==> src/sv/crc16_frame_builder_macros.svh <==
// Assertion macros for the file that checks its own logic.
// Each macro expects clk_i and rst_ni in scope.
`ifndef CRC16_FRAME_BUILDER_MACROS_SVH
`define CRC16_FRAME_BUILDER_MACROS_SVH

// The consequent must hold in the same cycle as the antecedent.
`define CFB_ASSERT_IMPL(name, ante, cons, msg) \
  name: assert property (@(posedge clk_i) disable iff (!rst_ni) (ante) |-> (cons)) \
    else $error(msg);

// The consequent must hold in the cycle after the antecedent.
`define CFB_ASSERT_NEXT(name, ante, cons, msg) \
  name: assert property (@(posedge clk_i) disable iff (!rst_ni) (ante) |=> (cons)) \
    else $error(msg);

`endif

==> src/sv/cfb_pkg.sv <==
`default_nettype none

package cfb_pkg;

  // CRC-16/CCITT-FALSE constants.
  localparam logic [15:0] CrcInit = 16'hFFFF;
  localparam logic [15:0] CrcPoly = 16'h1021;
  localparam logic [15:0] CrcTop  = 16'h8000;

  // Frame delimiter byte.
  localparam logic [7:0] FrameDelim = 8'h7E;

  // Register reset values.
  localparam logic [15:0] LenReset  = 16'h0000;
  localparam logic [15:0] DestReset = 16'h5678;
  localparam logic [15:0] SrcReset  = 16'h1234;

  // Configuration register indexes.
  localparam int unsigned CfgIdxW = 2;
  localparam logic [CfgIdxW-1:0] CfgIdxLength = 2'd0;
  localparam logic [CfgIdxW-1:0] CfgIdxDest   = 2'd1;
  localparam logic [CfgIdxW-1:0] CfgIdxSrc    = 2'd2;

  // Input item.
  typedef struct packed {
    logic       mode;
    logic [7:0] data_byte;
  } in_item_t;

  // Result item.
  typedef struct packed {
    logic [7:0] frame_byte;
    logic       end_of_frame;
    logic       last_of_run;
  } out_item_t;

  // Configuration write transaction.
  typedef struct packed {
    logic               valid;
    logic [CfgIdxW-1:0] index;
    logic [15:0]        data;
  } cfg_wr_t;

  // Command passed from the classifier to the byte sequencer.
  typedef struct packed {
    logic        is_start;
    logic        close;
    logic [7:0]  data_byte;
    logic [15:0] dest;
    logic [15:0] src;
    logic [15:0] len;
  } cmd_t;

  // Sequencer position, one-hot.
  typedef enum logic [9:0] {
    PosDelim  = 10'b00_0000_0001,
    PosDestHi = 10'b00_0000_0010,
    PosDestLo = 10'b00_0000_0100,
    PosSrcHi  = 10'b00_0000_1000,
    PosSrcLo  = 10'b00_0001_0000,
    PosLenHi  = 10'b00_0010_0000,
    PosLenLo  = 10'b00_0100_0000,
    PosData   = 10'b00_1000_0000,
    PosCrcHi  = 10'b01_0000_0000,
    PosCrcLo  = 10'b10_0000_0000
  } pos_e;

  // Bytewise CRC update, MSB first.
  function automatic logic [15:0] crc_add(logic [15:0] crc, logic [7:0] b);
    logic [15:0] c;
    c = crc ^ {b, 8'h00};
    for (int k = 0; k < 8; k++) begin
      if ((c & CrcTop) != 16'h0000) begin
        c = {c[14:0], 1'b0} ^ CrcPoly;
      end else begin
        c = {c[14:0], 1'b0};
      end
    end
    return c;
  endfunction

endpackage

`default_nettype wire

==> src/sv/cfb_fifo.sv <==
`default_nettype none

module cfb_fifo #(
  parameter int unsigned Width = 8,
  parameter int unsigned Depth = 2
) (
  input  wire logic             clk_i,
  input  wire logic             rst_ni,
  input  wire logic             push_i,
  input  wire logic [Width-1:0] wdata_i,
  input  wire logic             pop_i,
  output logic      [Width-1:0] rdata_o,
  output logic                  full_o,
  output logic                  empty_o
);

  localparam int unsigned PtrW = $clog2(Depth);
  localparam int unsigned CntW = $clog2(Depth + 1);
  localparam logic [PtrW-1:0] LastPtr = PtrW'(Depth - 1);
  localparam logic [CntW-1:0] FullCnt = CntW'(Depth);

  logic [Width-1:0] mem_q [Depth];
  logic [PtrW-1:0]  wr_ptr_q, wr_ptr_d;
  logic [PtrW-1:0]  rd_ptr_q, rd_ptr_d;
  logic [CntW-1:0]  cnt_q, cnt_d;
  logic             do_push, do_pop;

  assign full_o  = (cnt_q == FullCnt);
  assign empty_o = (cnt_q == '0);
  assign do_push = push_i && !full_o;
  assign do_pop  = pop_i && !empty_o;
  assign rdata_o = mem_q[rd_ptr_q];

  // Pointer and occupancy update.
  always_comb begin
    wr_ptr_d = wr_ptr_q;
    rd_ptr_d = rd_ptr_q;
    cnt_d    = cnt_q;
    if (do_push) begin
      wr_ptr_d = (wr_ptr_q == LastPtr) ? '0 : wr_ptr_q + PtrW'(1);
    end
    if (do_pop) begin
      rd_ptr_d = (rd_ptr_q == LastPtr) ? '0 : rd_ptr_q + PtrW'(1);
    end
    if (do_push && !do_pop) begin
      cnt_d = cnt_q + CntW'(1);
    end else if (!do_push && do_pop) begin
      cnt_d = cnt_q - CntW'(1);
    end
  end

  always_ff @(posedge clk_i or negedge rst_ni) begin
    if (!rst_ni) begin
      wr_ptr_q <= '0;
      rd_ptr_q <= '0;
      cnt_q    <= '0;
    end else begin
      wr_ptr_q <= wr_ptr_d;
      rd_ptr_q <= rd_ptr_d;
      cnt_q    <= cnt_d;
    end
  end

  // Entry storage needs no reset.
  always_ff @(posedge clk_i) begin
    if (do_push) begin
      mem_q[wr_ptr_q] <= wdata_i;
    end
  end

endmodule

`default_nettype wire

==> src/sv/cfb_front.sv <==
`default_nettype none

module cfb_front
  import cfb_pkg::*;
(
  input  wire logic     clk_i,
  input  wire logic     rst_ni,
  input  wire cfg_wr_t  cfg_i,
  input  wire logic     push_i,
  input  wire in_item_t in_data_i,
  input  wire logic     cmd_full_i,
  output logic          cmd_push_o,
  output cmd_t          cmd_o
);

  logic [15:0] len_q, dest_q, src_q;
  logic [15:0] bytes_left_q, bytes_left_d;
  logic        in_frame_q, in_frame_d;
  logic        accept;

  assign accept = push_i && !cmd_full_i;

  // Configuration registers.
  always_ff @(posedge clk_i or negedge rst_ni) begin
    if (!rst_ni) begin
      len_q  <= LenReset;
      dest_q <= DestReset;
      src_q  <= SrcReset;
    end else if (cfg_i.valid) begin
      case (cfg_i.index)
        CfgIdxLength: len_q  <= cfg_i.data;
        CfgIdxDest:   dest_q <= cfg_i.data;
        CfgIdxSrc:    src_q  <= cfg_i.data;
        default: begin
        end
      endcase
    end
  end

  // Classify the accepted transaction and track the open frame.
  always_comb begin
    in_frame_d     = in_frame_q;
    bytes_left_d   = bytes_left_q;
    cmd_push_o     = 1'b0;
    cmd_o.is_start = !in_data_i.mode;
    cmd_o.data_byte = in_data_i.data_byte;
    cmd_o.dest     = dest_q;
    cmd_o.src      = src_q;
    cmd_o.len      = len_q;
    cmd_o.close    = 1'b0;
    if (accept) begin
      if (!in_data_i.mode) begin
        // A start abandons any open frame.
        cmd_push_o   = 1'b1;
        cmd_o.close  = (len_q == 16'h0000);
        in_frame_d   = (len_q != 16'h0000);
        bytes_left_d = len_q;
      end else if (in_frame_q) begin
        cmd_push_o   = 1'b1;
        cmd_o.close  = (bytes_left_q == 16'h0001);
        bytes_left_d = bytes_left_q - 16'h0001;
        if (bytes_left_q == 16'h0001) begin
          in_frame_d = 1'b0;
        end
      end
    end
  end

  always_ff @(posedge clk_i or negedge rst_ni) begin
    if (!rst_ni) begin
      in_frame_q   <= 1'b0;
      bytes_left_q <= '0;
    end else begin
      in_frame_q   <= in_frame_d;
      bytes_left_q <= bytes_left_d;
    end
  end

endmodule

`default_nettype wire

==> src/sv/cfb_back.sv <==
`default_nettype none

module cfb_back
  import cfb_pkg::*;
(
  input  wire logic clk_i,
  input  wire logic rst_ni,
  input  wire cmd_t cmd_i,
  input  wire logic cmd_empty_i,
  output logic      cmd_pop_o,
  input  wire logic out_full_i,
  output logic      out_push_o,
  output out_item_t out_item_o
);

  pos_e        pos_q, pos_d, cur_pos, next_pos;
  logic        first_q, first_d;
  logic [15:0] crc_q, crc_d, crc_base;
  logic        upd_crc, last, eof;
  logic [7:0]  byte_sel;

  // The first byte of a command is chosen by its kind.
  always_comb begin
    if (first_q) begin
      cur_pos = cmd_i.is_start ? PosDelim : PosData;
    end else begin
      cur_pos = pos_q;
    end
  end

  // The delimiter starts a fresh CRC.
  assign crc_base = (cur_pos == PosDelim) ? CrcInit : crc_q;

  // Byte selection and sequencing per position.
  always_comb begin
    byte_sel = 8'h00;
    next_pos = PosDelim;
    upd_crc  = 1'b1;
    last     = 1'b0;
    eof      = 1'b0;
    case (cur_pos)
      PosDelim: begin
        byte_sel = FrameDelim;
        next_pos = PosDestHi;
      end
      PosDestHi: begin
        byte_sel = cmd_i.dest[15:8];
        next_pos = PosDestLo;
      end
      PosDestLo: begin
        byte_sel = cmd_i.dest[7:0];
        next_pos = PosSrcHi;
      end
      PosSrcHi: begin
        byte_sel = cmd_i.src[15:8];
        next_pos = PosSrcLo;
      end
      PosSrcLo: begin
        byte_sel = cmd_i.src[7:0];
        next_pos = PosLenHi;
      end
      PosLenHi: begin
        byte_sel = cmd_i.len[15:8];
        next_pos = PosLenLo;
      end
      PosLenLo: begin
        byte_sel = cmd_i.len[7:0];
        next_pos = PosCrcHi;
        last     = !cmd_i.close;
      end
      PosData: begin
        byte_sel = cmd_i.data_byte;
        next_pos = PosCrcHi;
        last     = !cmd_i.close;
      end
      PosCrcHi: begin
        byte_sel = crc_q[15:8];
        next_pos = PosCrcLo;
        upd_crc  = 1'b0;
      end
      PosCrcLo: begin
        byte_sel = crc_q[7:0];
        upd_crc  = 1'b0;
        last     = 1'b1;
        eof      = 1'b1;
      end
      default: begin
        upd_crc = 1'b0;
        last    = 1'b1;
      end
    endcase
  end

  assign out_push_o              = !cmd_empty_i && !out_full_i;
  assign cmd_pop_o               = out_push_o && last;
  assign out_item_o.frame_byte   = byte_sel;
  assign out_item_o.end_of_frame = eof;
  assign out_item_o.last_of_run  = last;

  // Advance by one byte per emitted transaction.
  always_comb begin
    pos_d   = pos_q;
    first_d = first_q;
    crc_d   = crc_q;
    if (out_push_o) begin
      first_d = last;
      pos_d   = next_pos;
      if (upd_crc) begin
        crc_d = crc_add(crc_base, byte_sel);
      end
    end
  end

  always_ff @(posedge clk_i or negedge rst_ni) begin
    if (!rst_ni) begin
      pos_q   <= PosDelim;
      first_q <= 1'b1;
      crc_q   <= CrcInit;
    end else begin
      pos_q   <= pos_d;
      first_q <= first_d;
      crc_q   <= crc_d;
    end
  end

endmodule

`default_nettype wire

==> src/sv/crc16_frame_builder.sv <==
// CRC-16 frame builder.
// Input channel: an item is taken on a rising edge with push high and full low.
// Mode 0 opens a frame and yields the header (0x7E, destination, source,
// length, each high byte first); mode 1 yields one payload byte. The CRC
// (CCITT-FALSE) follows the last payload byte, or the header at once when the
// length is zero. Payload bytes with no frame open give no result.
// Result channel: the oldest result sits on out_data_o while empty is low and
// is taken on a rising edge with pop high.
// Configuration: cfg_ready_o is always high; index 0 length, 1 destination,
// 2 source; other indexes are ignored.
// The byte sequencer emits one result per cycle while a command is queued and
// the result queue has room; a start yields 7 or 9 results and a payload
// byte 1 or 3. Input is taken every cycle while the command queue (CmdDepth
// entries) has room.
// Reset empties both queues, closes any frame and restores register defaults.
// When the receiver stalls, the result queue fills, the sequencer halts, the
// command queue fills and full rises; nothing is lost.
`default_nettype none

module crc16_frame_builder
  import cfb_pkg::*;
#(
  parameter int unsigned CmdDepth = 2,
  parameter int unsigned OutDepth = 2
) (
  input  wire logic               clk_i,
  input  wire logic               rst_ni,
  input  wire logic               push,
  output logic                    full,
  input  wire in_item_t           in_data_i,
  output logic                    empty,
  input  wire logic               pop,
  output out_item_t               out_data_o,
  input  wire logic               cfg_valid_i,
  output logic                    cfg_ready_o,
  input  wire logic [CfgIdxW-1:0] cfg_index_i,
  input  wire logic [15:0]        cfg_data_i
);

  `include "crc16_frame_builder_macros.svh"

  cfg_wr_t   cfg_wr;
  cmd_t      cmd_in, cmd_head;
  logic      cmd_push, cmd_pop, cmd_full, cmd_empty;
  out_item_t out_item, out_head;
  logic      out_push, out_full, out_empty;
  logic [$bits(cmd_t)-1:0]      cmd_rdata;
  logic [$bits(out_item_t)-1:0] out_rdata;

  assign cfg_ready_o  = 1'b1;
  assign cfg_wr.valid = cfg_valid_i;
  assign cfg_wr.index = cfg_index_i;
  assign cfg_wr.data  = cfg_data_i;

  // Classifier.
  cfb_front u_front (
    .clk_i      (clk_i),
    .rst_ni     (rst_ni),
    .cfg_i      (cfg_wr),
    .push_i     (push),
    .in_data_i  (in_data_i),
    .cmd_full_i (cmd_full),
    .cmd_push_o (cmd_push),
    .cmd_o      (cmd_in)
  );

  // Command queue between classifier and sequencer.
  cfb_fifo #(
    .Width ($bits(cmd_t)),
    .Depth (CmdDepth)
  ) u_cmd_fifo (
    .clk_i   (clk_i),
    .rst_ni  (rst_ni),
    .push_i  (cmd_push),
    .wdata_i (cmd_in),
    .pop_i   (cmd_pop),
    .rdata_o (cmd_rdata),
    .full_o  (cmd_full),
    .empty_o (cmd_empty)
  );

  assign cmd_head = cmd_t'(cmd_rdata);

  // Byte sequencer and CRC.
  cfb_back u_back (
    .clk_i       (clk_i),
    .rst_ni      (rst_ni),
    .cmd_i       (cmd_head),
    .cmd_empty_i (cmd_empty),
    .cmd_pop_o   (cmd_pop),
    .out_full_i  (out_full),
    .out_push_o  (out_push),
    .out_item_o  (out_item)
  );

  // Result queue toward the receiver.
  cfb_fifo #(
    .Width ($bits(out_item_t)),
    .Depth (OutDepth)
  ) u_out_fifo (
    .clk_i   (clk_i),
    .rst_ni  (rst_ni),
    .push_i  (out_push),
    .wdata_i (out_item),
    .pop_i   (pop),
    .rdata_o (out_rdata),
    .full_o  (out_full),
    .empty_o (out_empty)
  );

  assign out_head   = out_item_t'(out_rdata);
  assign out_data_o = out_head;
  assign full       = cmd_full;
  assign empty      = out_empty;

  // Checks on the internal hand-off between the parts.
  `CFB_ASSERT_IMPL(a_push_room, out_push, !out_full, "sequencer pushed into a full result queue")
  `CFB_ASSERT_IMPL(a_pop_on_last, cmd_pop, out_push && out_item.last_of_run, "command retired early")
  `CFB_ASSERT_IMPL(a_eof_last, out_push && out_item.end_of_frame, out_item.last_of_run, "frame end not last")
  `CFB_ASSERT_NEXT(a_start_queued, push && !full && !in_data_i.mode, !cmd_empty, "start item lost")

endmodule

`default_nettype wire

==> config.mk <==
export PLATFORM = sky130hd
export DESIGN_NAME = crc16_frame_builder
export DESIGN_NICKNAME = d
export VERILOG_FILES = /design/src/sv/cfb_pkg.sv /design/src/sv/cfb_fifo.sv /design/src/sv/cfb_front.sv /design/src/sv/cfb_back.sv /design/src/sv/crc16_frame_builder.sv
export VERILOG_INCLUDE_DIRS = /design/src /design/src/sv
export SDC_FILE = /design/constraint.sdc
export NUM_CORES = 1
export LEC_CHECK = 0
export BUFFER_PORTS_ARGS = -buffer_cell sky130_fd_sc_hd__clkbuf_2
export CAP_MARGIN = 20
export CORE_MARGIN = 2
export CORE_UTILIZATION = 55
export CTS_CLUSTER_SIZE = 28
export DETAILED_ROUTE_END_ITERATION = 10
export GPL_ROUTABILITY_DRIVEN = 0
export PLACE_DENSITY = 0.75
export SYNTH_ARGS = -nofsm -noshare
export SYNTH_HDL_FRONTEND = slang
export SYNTH_SLANG_ARGS = --single-unit
==> constraint.sdc <==
create_clock -name clk_i -period 3.75 [get_ports clk_i]
set_input_delay 0.75 -clock clk_i [delete_from_list [all_inputs] [get_ports clk_i]]
set_output_delay 0.75 -clock clk_i [all_outputs]
set_load 0.03 [all_outputs]
== Word-level counts from Yosys, hierarchy flattened ==
Memory sizes are Yosys's and may differ from the RTL's.
Index checks and enable logic that the tools add are counted.

* Bitwise operators: 9
* $add $sub $neg: 9
* Equality and inequality tests: 16
* Reduce and logical (&&, ||, !) cells: 36
* Mux-type cells: 53

{| class="wikitable"
|+ Operators by type and width
! kind !! number
|-
| $mux W16 || 17
|-
| $mux W13 || 8
|-
| $pmux W10 S8 || 1
|-
| $pmux W8 S10 || 1
|-
| $not A3 Y3 || 8
|-
| $mux W1 || 19
|-
| $eq A16 B1 Y1 const B || 1
|-
| $logic_not A16 Y1 || 1
|-
| $reduce_bool A16 Y1 || 1
|-
| $sub A16 B1 Y16 const B || 1
|-
| $xor A16 B16 Y16 || 1
|-
| $logic_and A1 B1 Y1 || 11
|-
| $eq A10 B1 Y1 const B || 1
|-
| $eq A10 B10 Y1 const B || 1
|-
| $eq A10 B2 Y1 const B || 1
|-
| $eq A10 B3 Y1 const B || 1
|-
| $eq A10 B4 Y1 const B || 1
|-
| $eq A10 B5 Y1 const B || 1
|-
| $eq A10 B6 Y1 const B || 1
|-
| $eq A10 B7 Y1 const B || 1
|-
| $eq A10 B8 Y1 const B || 1
|-
| $eq A10 B9 Y1 const B || 1
|-
| $logic_not A1 Y1 || 10
|-
| $mux W10 || 1
|-
| 15 further kinds || 32
|}

* RAM bits: 136
* Bits in registers: 100
* Memories kept: 2
* Word-level logic and storage cells: 139

{| class="wikitable"
|+ Memories
! memory !! depth !! bits a word !! read ports !! clocked after memory_dff !! wr ports !! line !! text
|-
| u_cmd_fifo.mem_q || 2 || 58 || 1 || 0 || 1 || cfb_fifo.sv:22 || <nowiki>logic [Width-1:0] mem_q [Depth];</nowiki>
|-
| u_out_fifo.mem_q || 2 || 10 || 1 || 0 || 1 || cfb_fifo.sv:22 ||
|}

== Depth between registers and ports, before layout ==
Gate-level depths: netlist (run 1).
An unclocked memory read counts as a cell.

* Depth after elaboration: 36
* Gate-level depth with buffers: 14

== Cells and area by module ==
Synthesis (run 1) repeated with hierarchy kept, for this count alone.

* Cells, all modules: 798
* Area total of the unflattened synthesis: 10929.2 sq um

{| class="wikitable"
|+ By module, submodules not included
! module !! times used !! seq. area each (sq um) !! area an instance (sq um) !! cells an instance
|-
| cfb_fifo (u_cmd_fifo) || 1 || 3583.4 || 4428.0 || 200
|-
| cfb_front || 1 || 1642.8 || 3074.2 || 246
|-
| cfb_back || 1 || 673.1 || 2488.6 || 300
|-
| cfb_fifo (u_out_fifo) || 1 || 700.7 || 927.1 || 50
|-
| crc16_frame_builder || 1 || 0.0 || 11.3 || 2
|}

== Least setup slack after synthesis (run 1) ==
OpenSTA, ideal clock, no wires.

* Kind: in2reg
* Start point: input port in_data_i[8] (netlist bit)
* End point: memory u_cmd_fifo.mem_q[0][0] (netlist bit) (enable)
* Stages: 6
* Setup time: 474 ps
* Arrival: 3893 ps
* Data required time: 3276 ps
* Slack: -617 ps
* Path through: inv_1 -> nor2_1 -> or2_2 -> clkbuf_1 -> clkbuf_1 -> nor2_1

* Word-level cells in the longest chain between the ends: 5

{| class="wikitable"
|+ Ends and longest elaborated chain
! element !! line !! text
|-
| from (decl) || crc16_frame_builder.sv:30 || <nowiki>input wire in_item_t in_data_i,</nowiki>
|-
| $mux W1 || cfb_front.sv:52 || <nowiki>if (!in_data_i.mode) begin</nowiki>
|-
| $mux W1 || cfb_front.sv:51 || <nowiki>if (accept) begin</nowiki>
|-
| $logic_and A1 B1 Y1 || cfb_fifo.sv:30 || <nowiki>assign do_push = push_i && !full_o;</nowiki>
|-
| $mux W1 || cfb_fifo.sv:66 || <nowiki>if (do_push) begin</nowiki>
|-
| $mux W1 (not written as such) || cfb_fifo.sv:67 || <nowiki>mem_q[wr_ptr_q] <= wdata_i;</nowiki>
|-
| to (decl) || cfb_fifo.sv:22 ||
|}

Every way passes these cells.

==> metrics.txt, run 1 <==
largest fanout on the critical path=21; placed wire-length estimate after detailed placement=14.9 mm; effective utilization at floorplan=55.6%; cell area after placement=10800 sq um; hold bufs inserted after CTS=0; antenna-violating nets left=0; Critical Path Source Type=flop; wire length per cell=21.6 um; Post-Layout Inst Area=11600 sq um; CTS sink count=235; Int Power=7.13 mW; number of fillers in the final layout=1364; max-slew violation count=0; number of placement rows=50; cell count after synthesis=728; Layout area overhead=12.7%; highest clock frequency the design can meet=300 MHz; count of buffering cells on the critical path with inverters included=0; Finish-stage setup viols=0; first-iteration detailed-routing DRC count=658; cells resized by post-CTS repair=0; detailed-route wire length=22.2 mm; CP required=4.19 ns; top_reg_cell synth=sky130_fd_sc_hd__edfxtp_1; Boundary Pins=45; first-pass iteration count of the detailed router=6; peak per-stage delay on the critical path=about 0.67 ns; fraction of layout instances using a drive strength above 1=26.5%; maximum number of pins on one net before global-route repair=61; floorplan die area=19800 sq um; Max transition margin=27.3%; status=completed; clock-pin slew reported for the worst setup and hold paths after clock tree synthesis=0.06 ns; switching power share of the total=35.1%; sequential cell fraction of total power=40.4%; CTS tree=built; level count of the clock H-tree=1; DIE WIDTH=141 um; class of the most critical setup path=reg2reg; Max-Cap Viols=0; count of endpoints failing hold in the final timing report=0; Yosys cell types=73; flop and latch count out of synthesis=235; Post-synth EDFFs=136; Seq/Total Area, Yosys=between 60 and 70%; total CTS buffers=24; power density over the cells=between 900 and 1000 nW/um^2; Final #Nets=811; clock latency reported for the late side of the worst-skew pair=0.51 ns; CP delay by family, top=XOR/XNOR gates; net count after synthesis=764; overall overflow remaining after global route=0; worst clock skew=0.00858 ns; endpoint class of the critical path=flop; Avg Synthesized Cell Area=14.2 sq um; fraction of registers with async set/reset=between 40 and 50%; Yosys Warn Count=0; CTS Root Buffer Type=sky130_fd_sc_hd__clkbuf_16; share of total power in combinational logic=37.7%; clock share of power=21.9%; global-route wire length before repair=35.0 mm; power spent charging and discharging nets=~3.9 mW; unrepaired setup endpoints after global routing=false; maximum number of buffers from clock root to sink=3; number of buffers inserted by post-CTS setup repair=0; number of DRC violations after detailed routing=0; total inserted antenna cells=0; data arrival time of the critical path=3.78 ns; final worst path period share=approximately nine tenths; aggregate negative setup slack=0 ns; height of the die=between 100 and 150 um; pin slew with the least headroom to its limit=1.09 ns; leakage power=approximately 4.5 nW; number of global-route vias before repair=about 6400; initial antenna violation count=0; kind of path behind the tightest hold check=in2async; time the worst path needs with I/O delays and setup=around 3.3 ns; chain of cells forming the critical path=mux2i_1, o32a_1, o221ai_2, or4_2, xor2_1, xnor3_1, mux2_2; floorplan core area=18500 sq um; Tot GR Track Use=22.6%; Post-Synthesis Cell Area=a little over 10000 sq um; Vias/cell=around 6.2; cell type of the slowest stage on the worst timing path=sky130_fd_sc_hd__dfrtp_4; maximum vdd drop=0.501 mV; count of vias placed by the detailed router=about 6300; # port buffers=43
-- final timing paths --
kind                            cells past startpoint                           endpoint  slack (ns)                             from
worst max register to register                      7       u_back.crc_q[14]$_DFFE_PN1P_        0.42  u_cmd_fifo.rd_ptr_q$_DFFE_PN0P_
worst max-delay path                                7       u_back.crc_q[14]$_DFFE_PN1P_        0.42  u_cmd_fifo.rd_ptr_q$_DFFE_PN0P_
max in group asynchronous                           2     u_front.dest_q[12]$_DFFE_PN1P_        2.51                           rst_ni
min in group clk_i                                  1  u_cmd_fifo.mem_q[0][50]$_DFFE_PP_        0.43                     in_data_i[2]
worst min register to register                      0  u_cmd_fifo.mem_q[1][24]$_DFFE_PP_        0.46     u_front.src_q[8]$_DFFE_PN0P_
worst min-delay path                                1       u_front.src_q[6]$_DFFE_PN0P_        0.34                           rst_ni
-- power groups by stage --
| stage | combinational [mW] | sequential (mW) | clock [mW] |
|---|---|---|---|
| 3_3_place_gp | 3.96 | 4.41 | 0 |
| 3_5_place_dp | 4.13 | 4.47 | 0 |
| 6_report | 4.14 | 4.44 | 2.40 |
| 2_1_floorplan | 3.38 | 4.17 | 0 |
| 5_1_grt | 4.48 | 4.53 | 2.54 |
| 4_1_cts | 4.15 | 4.43 | 2.43 |
-- through the flow --
step                      setup slack, ns  cells  util, %  hold WS, ns  total power, mW
final                               0.416   1027     62.7        0.337             11.0
after global routing                0.322   1027     62.7        0.376             11.5
after CTS                           0.436   1027     62.7        0.352             11.0
after detailed placement            0.458    983     58.3        0.452             8.60
after global placement              0.593    983     58.3        0.445             8.37
after floorplan                     0.283    728        -        0.437             7.55
-- metal layers --
layer | GRT usage (%) | wire length (um)
met2 | 37.0 | 10700
met5 | 0 | 0
met3 | 3.36 | 1330
met1 | 31.0 | 9380
met4 | 8.53 | 776
-- cell type report --
class / instances / area (sq um) / area share (%)
clock buffers: 32 / 713 / 6.14
clock inverters: 12 / 93.8 / 0.809
inverters: 11 / 41.3 / 0.356
multi-input cells: 447 / 3510 / 30.2
flip-flops and latches: 235 / 6600 / 56.9
well taps: 234 / 293 / 2.52
repair buffers: 56 / 353 / 3.04
-- flip-flops by register name (all words and copies together), names as in the netlist --
name and flops:
u_back.crc_q 16, u_back.first_q 1, u_back.pos_q 9, u_cmd_fifo.cnt_q 2
u_cmd_fifo.mem_q 116, u_cmd_fifo.rd_ptr_q 1, u_cmd_fifo.wr_ptr_q 1, u_front.bytes_left_q 16
u_front.dest_q 16, u_front.in_frame_q 1, u_front.len_q 16, u_front.src_q 16
u_out_fifo.cnt_q 2, u_out_fifo.mem_q 20, u_out_fifo.rd_ptr_q 1, u_out_fifo.wr_ptr_q 1
-- placed cells by master, fill, tap and decap left out, types with 5 or more instances in the layout --
cell / n
sky130_fd_sc_hd__edfxtp_1: 136
sky130_fd_sc_hd__dfrtp_1: 67
sky130_fd_sc_hd__mux2_2: 62
sky130_fd_sc_hd__mux2i_1: 58
sky130_fd_sc_hd__nand2_1: 42
sky130_fd_sc_hd__clkbuf_2: 42
sky130_fd_sc_hd__nor2_1: 38
sky130_fd_sc_hd__dfstp_2: 31
sky130_fd_sc_hd__o21ai_0: 29
sky130_fd_sc_hd__o22ai_1: 26
sky130_fd_sc_hd__clkbuf_16: 26
sky130_fd_sc_hd__a21oi_1: 15
sky130_fd_sc_hd__xnor2_1: 15
sky130_fd_sc_hd__nor3_1: 11
sky130_fd_sc_hd__xor2_1: 11
sky130_fd_sc_hd__buf_4: 11
sky130_fd_sc_hd__inv_1: 10
sky130_fd_sc_hd__nor4_1: 9
sky130_fd_sc_hd__nand2b_1: 9
sky130_fd_sc_hd__nand3_1: 9
sky130_fd_sc_hd__a22oi_1: 8
sky130_fd_sc_hd__a221o_1: 6
sky130_fd_sc_hd__and2_1: 5
sky130_fd_sc_hd__xnor3_1: 5
-- kinds of logic (layout without fill, tap and decap cells) --
group | Yosys count | in the layout | share of synthesized area (%)
compound gates | 127 | 127 | 8.79
xor+xnor | 35 | 35 | 4.12
fa+ha+maj | 4 | 4 | 0.486
buf+inv | 46 | 111 | 2.02
flops | 235 | 235 | 64.1
mux | 120 | 120 | 12.4
other cells | 1 | 1 | 0.0364
simple gates | 160 | 160 | 8.08
-- worst reg2reg max path, delay by kind of cell (launching register included) --
kind             cells  cell delay [ns]
AO/OA/AOI/OAI        2             0.53
flip-flops           1             0.67
XOR/XNOR             2             0.81
multiplexers         2             0.64
AND/OR/NAND/NOR      1             0.62
-- cell usage after synthesis, types with 5 or more instances --
library cell,n,area [sq um]
sky130_fd_sc_hd__a21oi_1,15,75.1
sky130_fd_sc_hd__a221o_1,6,60.1
sky130_fd_sc_hd__a22oi_1,8,60.1
sky130_fd_sc_hd__and2_1,6,37.5
sky130_fd_sc_hd__buf_2,7,35.0
sky130_fd_sc_hd__clkbuf_1,23,86.3
sky130_fd_sc_hd__dfrtp_1,68,1700
sky130_fd_sc_hd__dfstp_2,31,815
sky130_fd_sc_hd__edfxtp_1,136,4080
sky130_fd_sc_hd__inv_1,10,37.5
sky130_fd_sc_hd__mux2_2,62,698
sky130_fd_sc_hd__mux2i_1,58,581
sky130_fd_sc_hd__nand2_1,42,158
sky130_fd_sc_hd__nand2b_1,9,56.3
sky130_fd_sc_hd__nand3_1,9,45.0
sky130_fd_sc_hd__nor2_1,39,146
sky130_fd_sc_hd__nor3_1,11,55.1
sky130_fd_sc_hd__nor4_1,9,56.3
sky130_fd_sc_hd__o21ai_0,29,145
sky130_fd_sc_hd__o22ai_1,26,163
sky130_fd_sc_hd__xnor2_1,15,131
sky130_fd_sc_hd__xnor3_1,5,113
sky130_fd_sc_hd__xor2_1,11,96.3
Power figures use the tool's default switching activity.
==> run 2, diff against run 1 <==
--- a/config.mk
+++ b/config.mk
@@ -9,11 +9,13 @@
 export BUFFER_PORTS_ARGS = -buffer_cell sky130_fd_sc_hd__clkbuf_2
 export CAP_MARGIN = 20
 export CORE_MARGIN = 2
-export CORE_UTILIZATION = 55
+export CORE_UTILIZATION = 60
 export CTS_CLUSTER_SIZE = 28
 export DETAILED_ROUTE_END_ITERATION = 10
 export GPL_ROUTABILITY_DRIVEN = 0
-export PLACE_DENSITY = 0.75
+export MAX_ROUTING_LAYER = met4
+export PLACE_DENSITY = 0.78
 export SYNTH_ARGS = -nofsm -noshare
 export SYNTH_HDL_FRONTEND = slang
+export SYNTH_HIERARCHICAL = 1
 export SYNTH_SLANG_ARGS = --single-unit
==> constraint.sdc (replaced) <==
create_clock -name clk_i -period 3.7 [get_ports clk_i]
set_input_delay 0.74 -clock clk_i [delete_from_list [all_inputs] [get_ports clk_i]]
set_output_delay 0.74 -clock clk_i [all_outputs]
set_load 0.03 [all_outputs]
==> metrics.txt, run 2 <==
status=completed; power density over the cells=920 nW/um^2 (-2.8%); path depth of the worst reg2reg path=12 (+5); final worst path period share=90.0% (+1.0 points); Finish-stage setup viols=0 (unchanged); placed wire-length estimate after detailed placement=15.3 mm (+2.8%); CTS Root Buffer Type=sky130_fd_sc_hd__clkbuf_16; data arrival time of the critical path=3.76 ns (-0.02 ns); peak per-stage delay on the critical path=0.65 ns (-0.02 ns); # port buffers=43 (unchanged); cells taking the most area after synthesis=sky130_fd_sc_hd__edfxtp_1 (37%), sky130_fd_sc_hd__dfrtp_1 (16%), sky130_fd_sc_hd__mux2_2 (10%); class of the most critical setup path=reg2reg; pin slew with the least headroom to its limit=0.953 ns (-0.134 ns); Synth top cells by count=sky130_fd_sc_hd__edfxtp_1 (136), sky130_fd_sc_hd__mux2_2 (101), sky130_fd_sc_hd__dfrtp_1 (68), sky130_fd_sc_hd__nand2_1 (54), sky130_fd_sc_hd__nand3b_1 (34); number of flip-flops under the largest register name=116 (unchanged); Yosys Warn Count=6 (+6); number of global-route vias before repair=6518 (+2.1%); antenna-violating nets left=0 (unchanged); clock latency reported for the late side of the worst-skew pair=0.52 ns (about the same); top_reg_cell synth=sky130_fd_sc_hd__edfxtp_1; worst clock skew=0.0173 ns (+0.00870 ns); Seq/Total Area, Yosys=60.4% (-3.7 points); total CTS buffers=24 (unchanged); total inserted antenna cells=0 (unchanged); most frequent cell after synthesis=sky130_fd_sc_hd__edfxtp_1; count of vias placed by the detailed router=6674 (+5.2%); met3 usage=3.59% (+0.23 points); Max transition margin=36.3% (+9.0 points); proportion of synthesized area in mux cells=13.1% (+0.68 points); most frequent CP cell=sky130_fd_sc_hd__xor2_1; CP required=4.13 ns (-0.06 ns); clock-pin slew reported for the worst setup and hold paths after clock tree synthesis=0.06 ns (about the same); first-iteration detailed-routing DRC count=591 (-10%); Layout area overhead=10.3%; Vias/cell=6.23 (+0.77%); Tot GR Track Use=24.2% (+1.6 points); effective utilization at floorplan=61.0% (+5.4 points); cell count after synthesis=798 (+9.6%); fraction of registers with async set/reset=42.1% (unchanged); kind of path behind the tightest hold check=in2async; largest registers ranked by flip-flop count=u_cmd_fifo/mem_q: 116 flops, u_out_fifo/mem_q: 20 flops; overall overflow remaining after global route=0 (unchanged); net count after synthesis=834 (+9.2%); highest-count cells in the layout ignoring fill and taps=sky130_fd_sc_hd__edfxtp_1 (136), sky130_fd_sc_hd__mux2_2 (101), sky130_fd_sc_hd__dfrtp_1 (67); Post-Synthesis Cell Area=10900 sq um (+6.1%); floorplan core area=17900 sq um (-3.3%); number of placement rows=49 (-2.0%); global-route wire length before repair=35.8 mm (+2.3%); main combinational cell family by area after synthesis=multiplexers; CTS sink count=235 (unchanged); flop and latch count out of synthesis=235 (unchanged); number of buffers inserted by post-CTS setup repair=0 (unchanged); smallest setup slack after layout=0.372 ns (-0.0440 ns); most area-hungry cell type in the Yosys netlist=sky130_fd_sc_hd__edfxtp_1; Boundary Pins=45 (unchanged); floorplan die area=19300 sq um (-2.7%); maximum number of buffers from clock root to sink=3 (unchanged); chain of cells forming the critical path=or3_1, nor3_2, a21oi_1, nand4_1, or2_2, o21ai_1, and2_1, o21ai_0, ha_1, xor2_1, nor2_1, xor2_1; fraction of synthesized cell area in xor and xnor cells=3.31% (-0.81 points); DIE WIDTH=139 um (-1.3%); maximum number of pins on one net before global-route repair=63 (+3.3%); wire length per cell=20.9 um (-3.4%); highest-utilization routing layer at the global route stage=met2; number of DRC violations after detailed routing=0 (unchanged); detailed-route wire length=22.4 mm (+0.82%); unrepaired setup endpoints after global routing=false; aggregate negative setup slack=0 ns (unchanged); time the worst path needs with I/O delays and setup=3.33 ns (-0.00598 ns); area share of the leading cell type in the synthesized netlist=37.4% (-2.3 points); fraction of layout instances using a drive strength above 1=31.7% (+5.2 points); adder and majority cell fraction of the synthesized area=0.458% (-0.028 points); first-pass iteration count of the detailed router=6 (unchanged); cells resized by post-CTS repair=0 (unchanged); Critical Path Source Type=flop; simple-gate portion of the synthesized area=11.9% (+3.8 points); Yosys cell types=80 (+9.6%); Post-synth EDFFs=136 (unchanged); commonest non-fill, non-tap cell in the layout=sky130_fd_sc_hd__edfxtp_1; highest clock frequency the design can meet=300 MHz (+0.18%); max-slew violation count=0 (unchanged); startpoint of the most critical setup path=u_back/pos_q[1]$_DFFE_PN0P_; level count of the clock H-tree=1 (unchanged); setup slack after placement=0.423 ns (-0.0351 ns); Fin Hold WS=0.342 ns (+0.00574 ns); met1 layer usage reported by global route=32.6% (+1.7 points); hold bufs inserted after CTS=0 (unchanged); register with the highest flop count=u_cmd_fifo/mem_q; fraction of the mapped netlist area in compound gates=7.62% (-1.2 points); reg2reg start=u_back/pos_q[1]$_DFFE_PN0P_; largest fanout on the critical path=20 (-4.8%); Max-Cap Viols=0 (unchanged); Avg Synthesized Cell Area=13.7 sq um (-3.2%); leakage power=4.46 nW (-0.85%); CTS tree=built; utilization after layout=67.3% (+4.7 points); endpoint class of the critical path=flop; initial antenna violation count=0 (unchanged); cell type of the slowest stage on the worst timing path=sky130_fd_sc_hd__dfrtp_1; count of endpoints failing hold in the final timing report=0 (unchanged); Final #Nets=861 (+6.2%); met2 GRT Util=38.0% (+0.99 points); maximum vdd drop=0.941 mV (+88%); height of the die=139 um (-1.3%)
-- run 2: worst paths after layout --
path	to	slack (ns)
min reg2reg	u_cmd_fifo/mem_q[1][19]$_DFFE_PP_	0.47
max	u_cmd_fifo/cnt_q[1]$_DFFE_PN0P_	0.37
max reg2reg	u_cmd_fifo/cnt_q[1]$_DFFE_PN0P_	0.37
min	u_back/pos_q[2]$_DFFE_PN0P_	0.34
min in group clk_i	u_cmd_fifo/mem_q[1][53]$_DFFE_PP_	0.42
max in group asynchronous	u_front/src_q[2]$_DFFE_PN1P_	2.61
-- run 2: layout make-up --
class                      count  area, sq um
inverter                      13         48.8
multi-input combinational    500         3990
fill                        1229         5850
clock buffer                  30          643
clock inverter                14          160
tap                          229          287
timing repair buffer          51          328
sequential                   235         6600
-- run 2: logic make-up (layout without fill, tap and decap cells) --
group	Yosys count	after routing
multiplexers	124	124
adder cells (fa/ha/maj)	4	4
buffers and inverters	63	108
AO/OA/AOI/OAI	122	122
XOR/XNOR	37	37
other	1	1
flip-flops	235	235
AND/OR/NAND/NOR	212	212
-- run 2: critical path, delay by kind of cell (launching register included) --
family | cells | cell delay [ns]
and+or+nand+nor | 6 | 1.51
DFF | 1 | 0.65
xor gates and xnor gates | 2 | 0.30
AOI/OAI and AO/OA | 3 | 0.54
adders and majority gates | 1 | 0.25
-- run 2: power breakdown --
part	internal [mW]	switching (mW)
registers	3.84	0.650
logic	1.78	2.42
clock network	1.45	0.963
total	7.06	4.03
-- run 2: layer usage --
layer / routed length, um / up-vias
met1: 9320 / 3283
met4: 866 / 0
met2: 10700 / 292
met3: 1480 / 64
li1: - / 3035
met5: 0 / -
-- run 2: per-stage QoR --
step                      area, sq um  total power [mW]  std cells
final                           12100              11.1       1072
after global routing            12100              11.7       1072
after CTS                       12100              11.1       1072
after detailed placement        11200              8.69       1028
after global placement          11200              8.51       1028
after floorplan                 10900              7.70        798
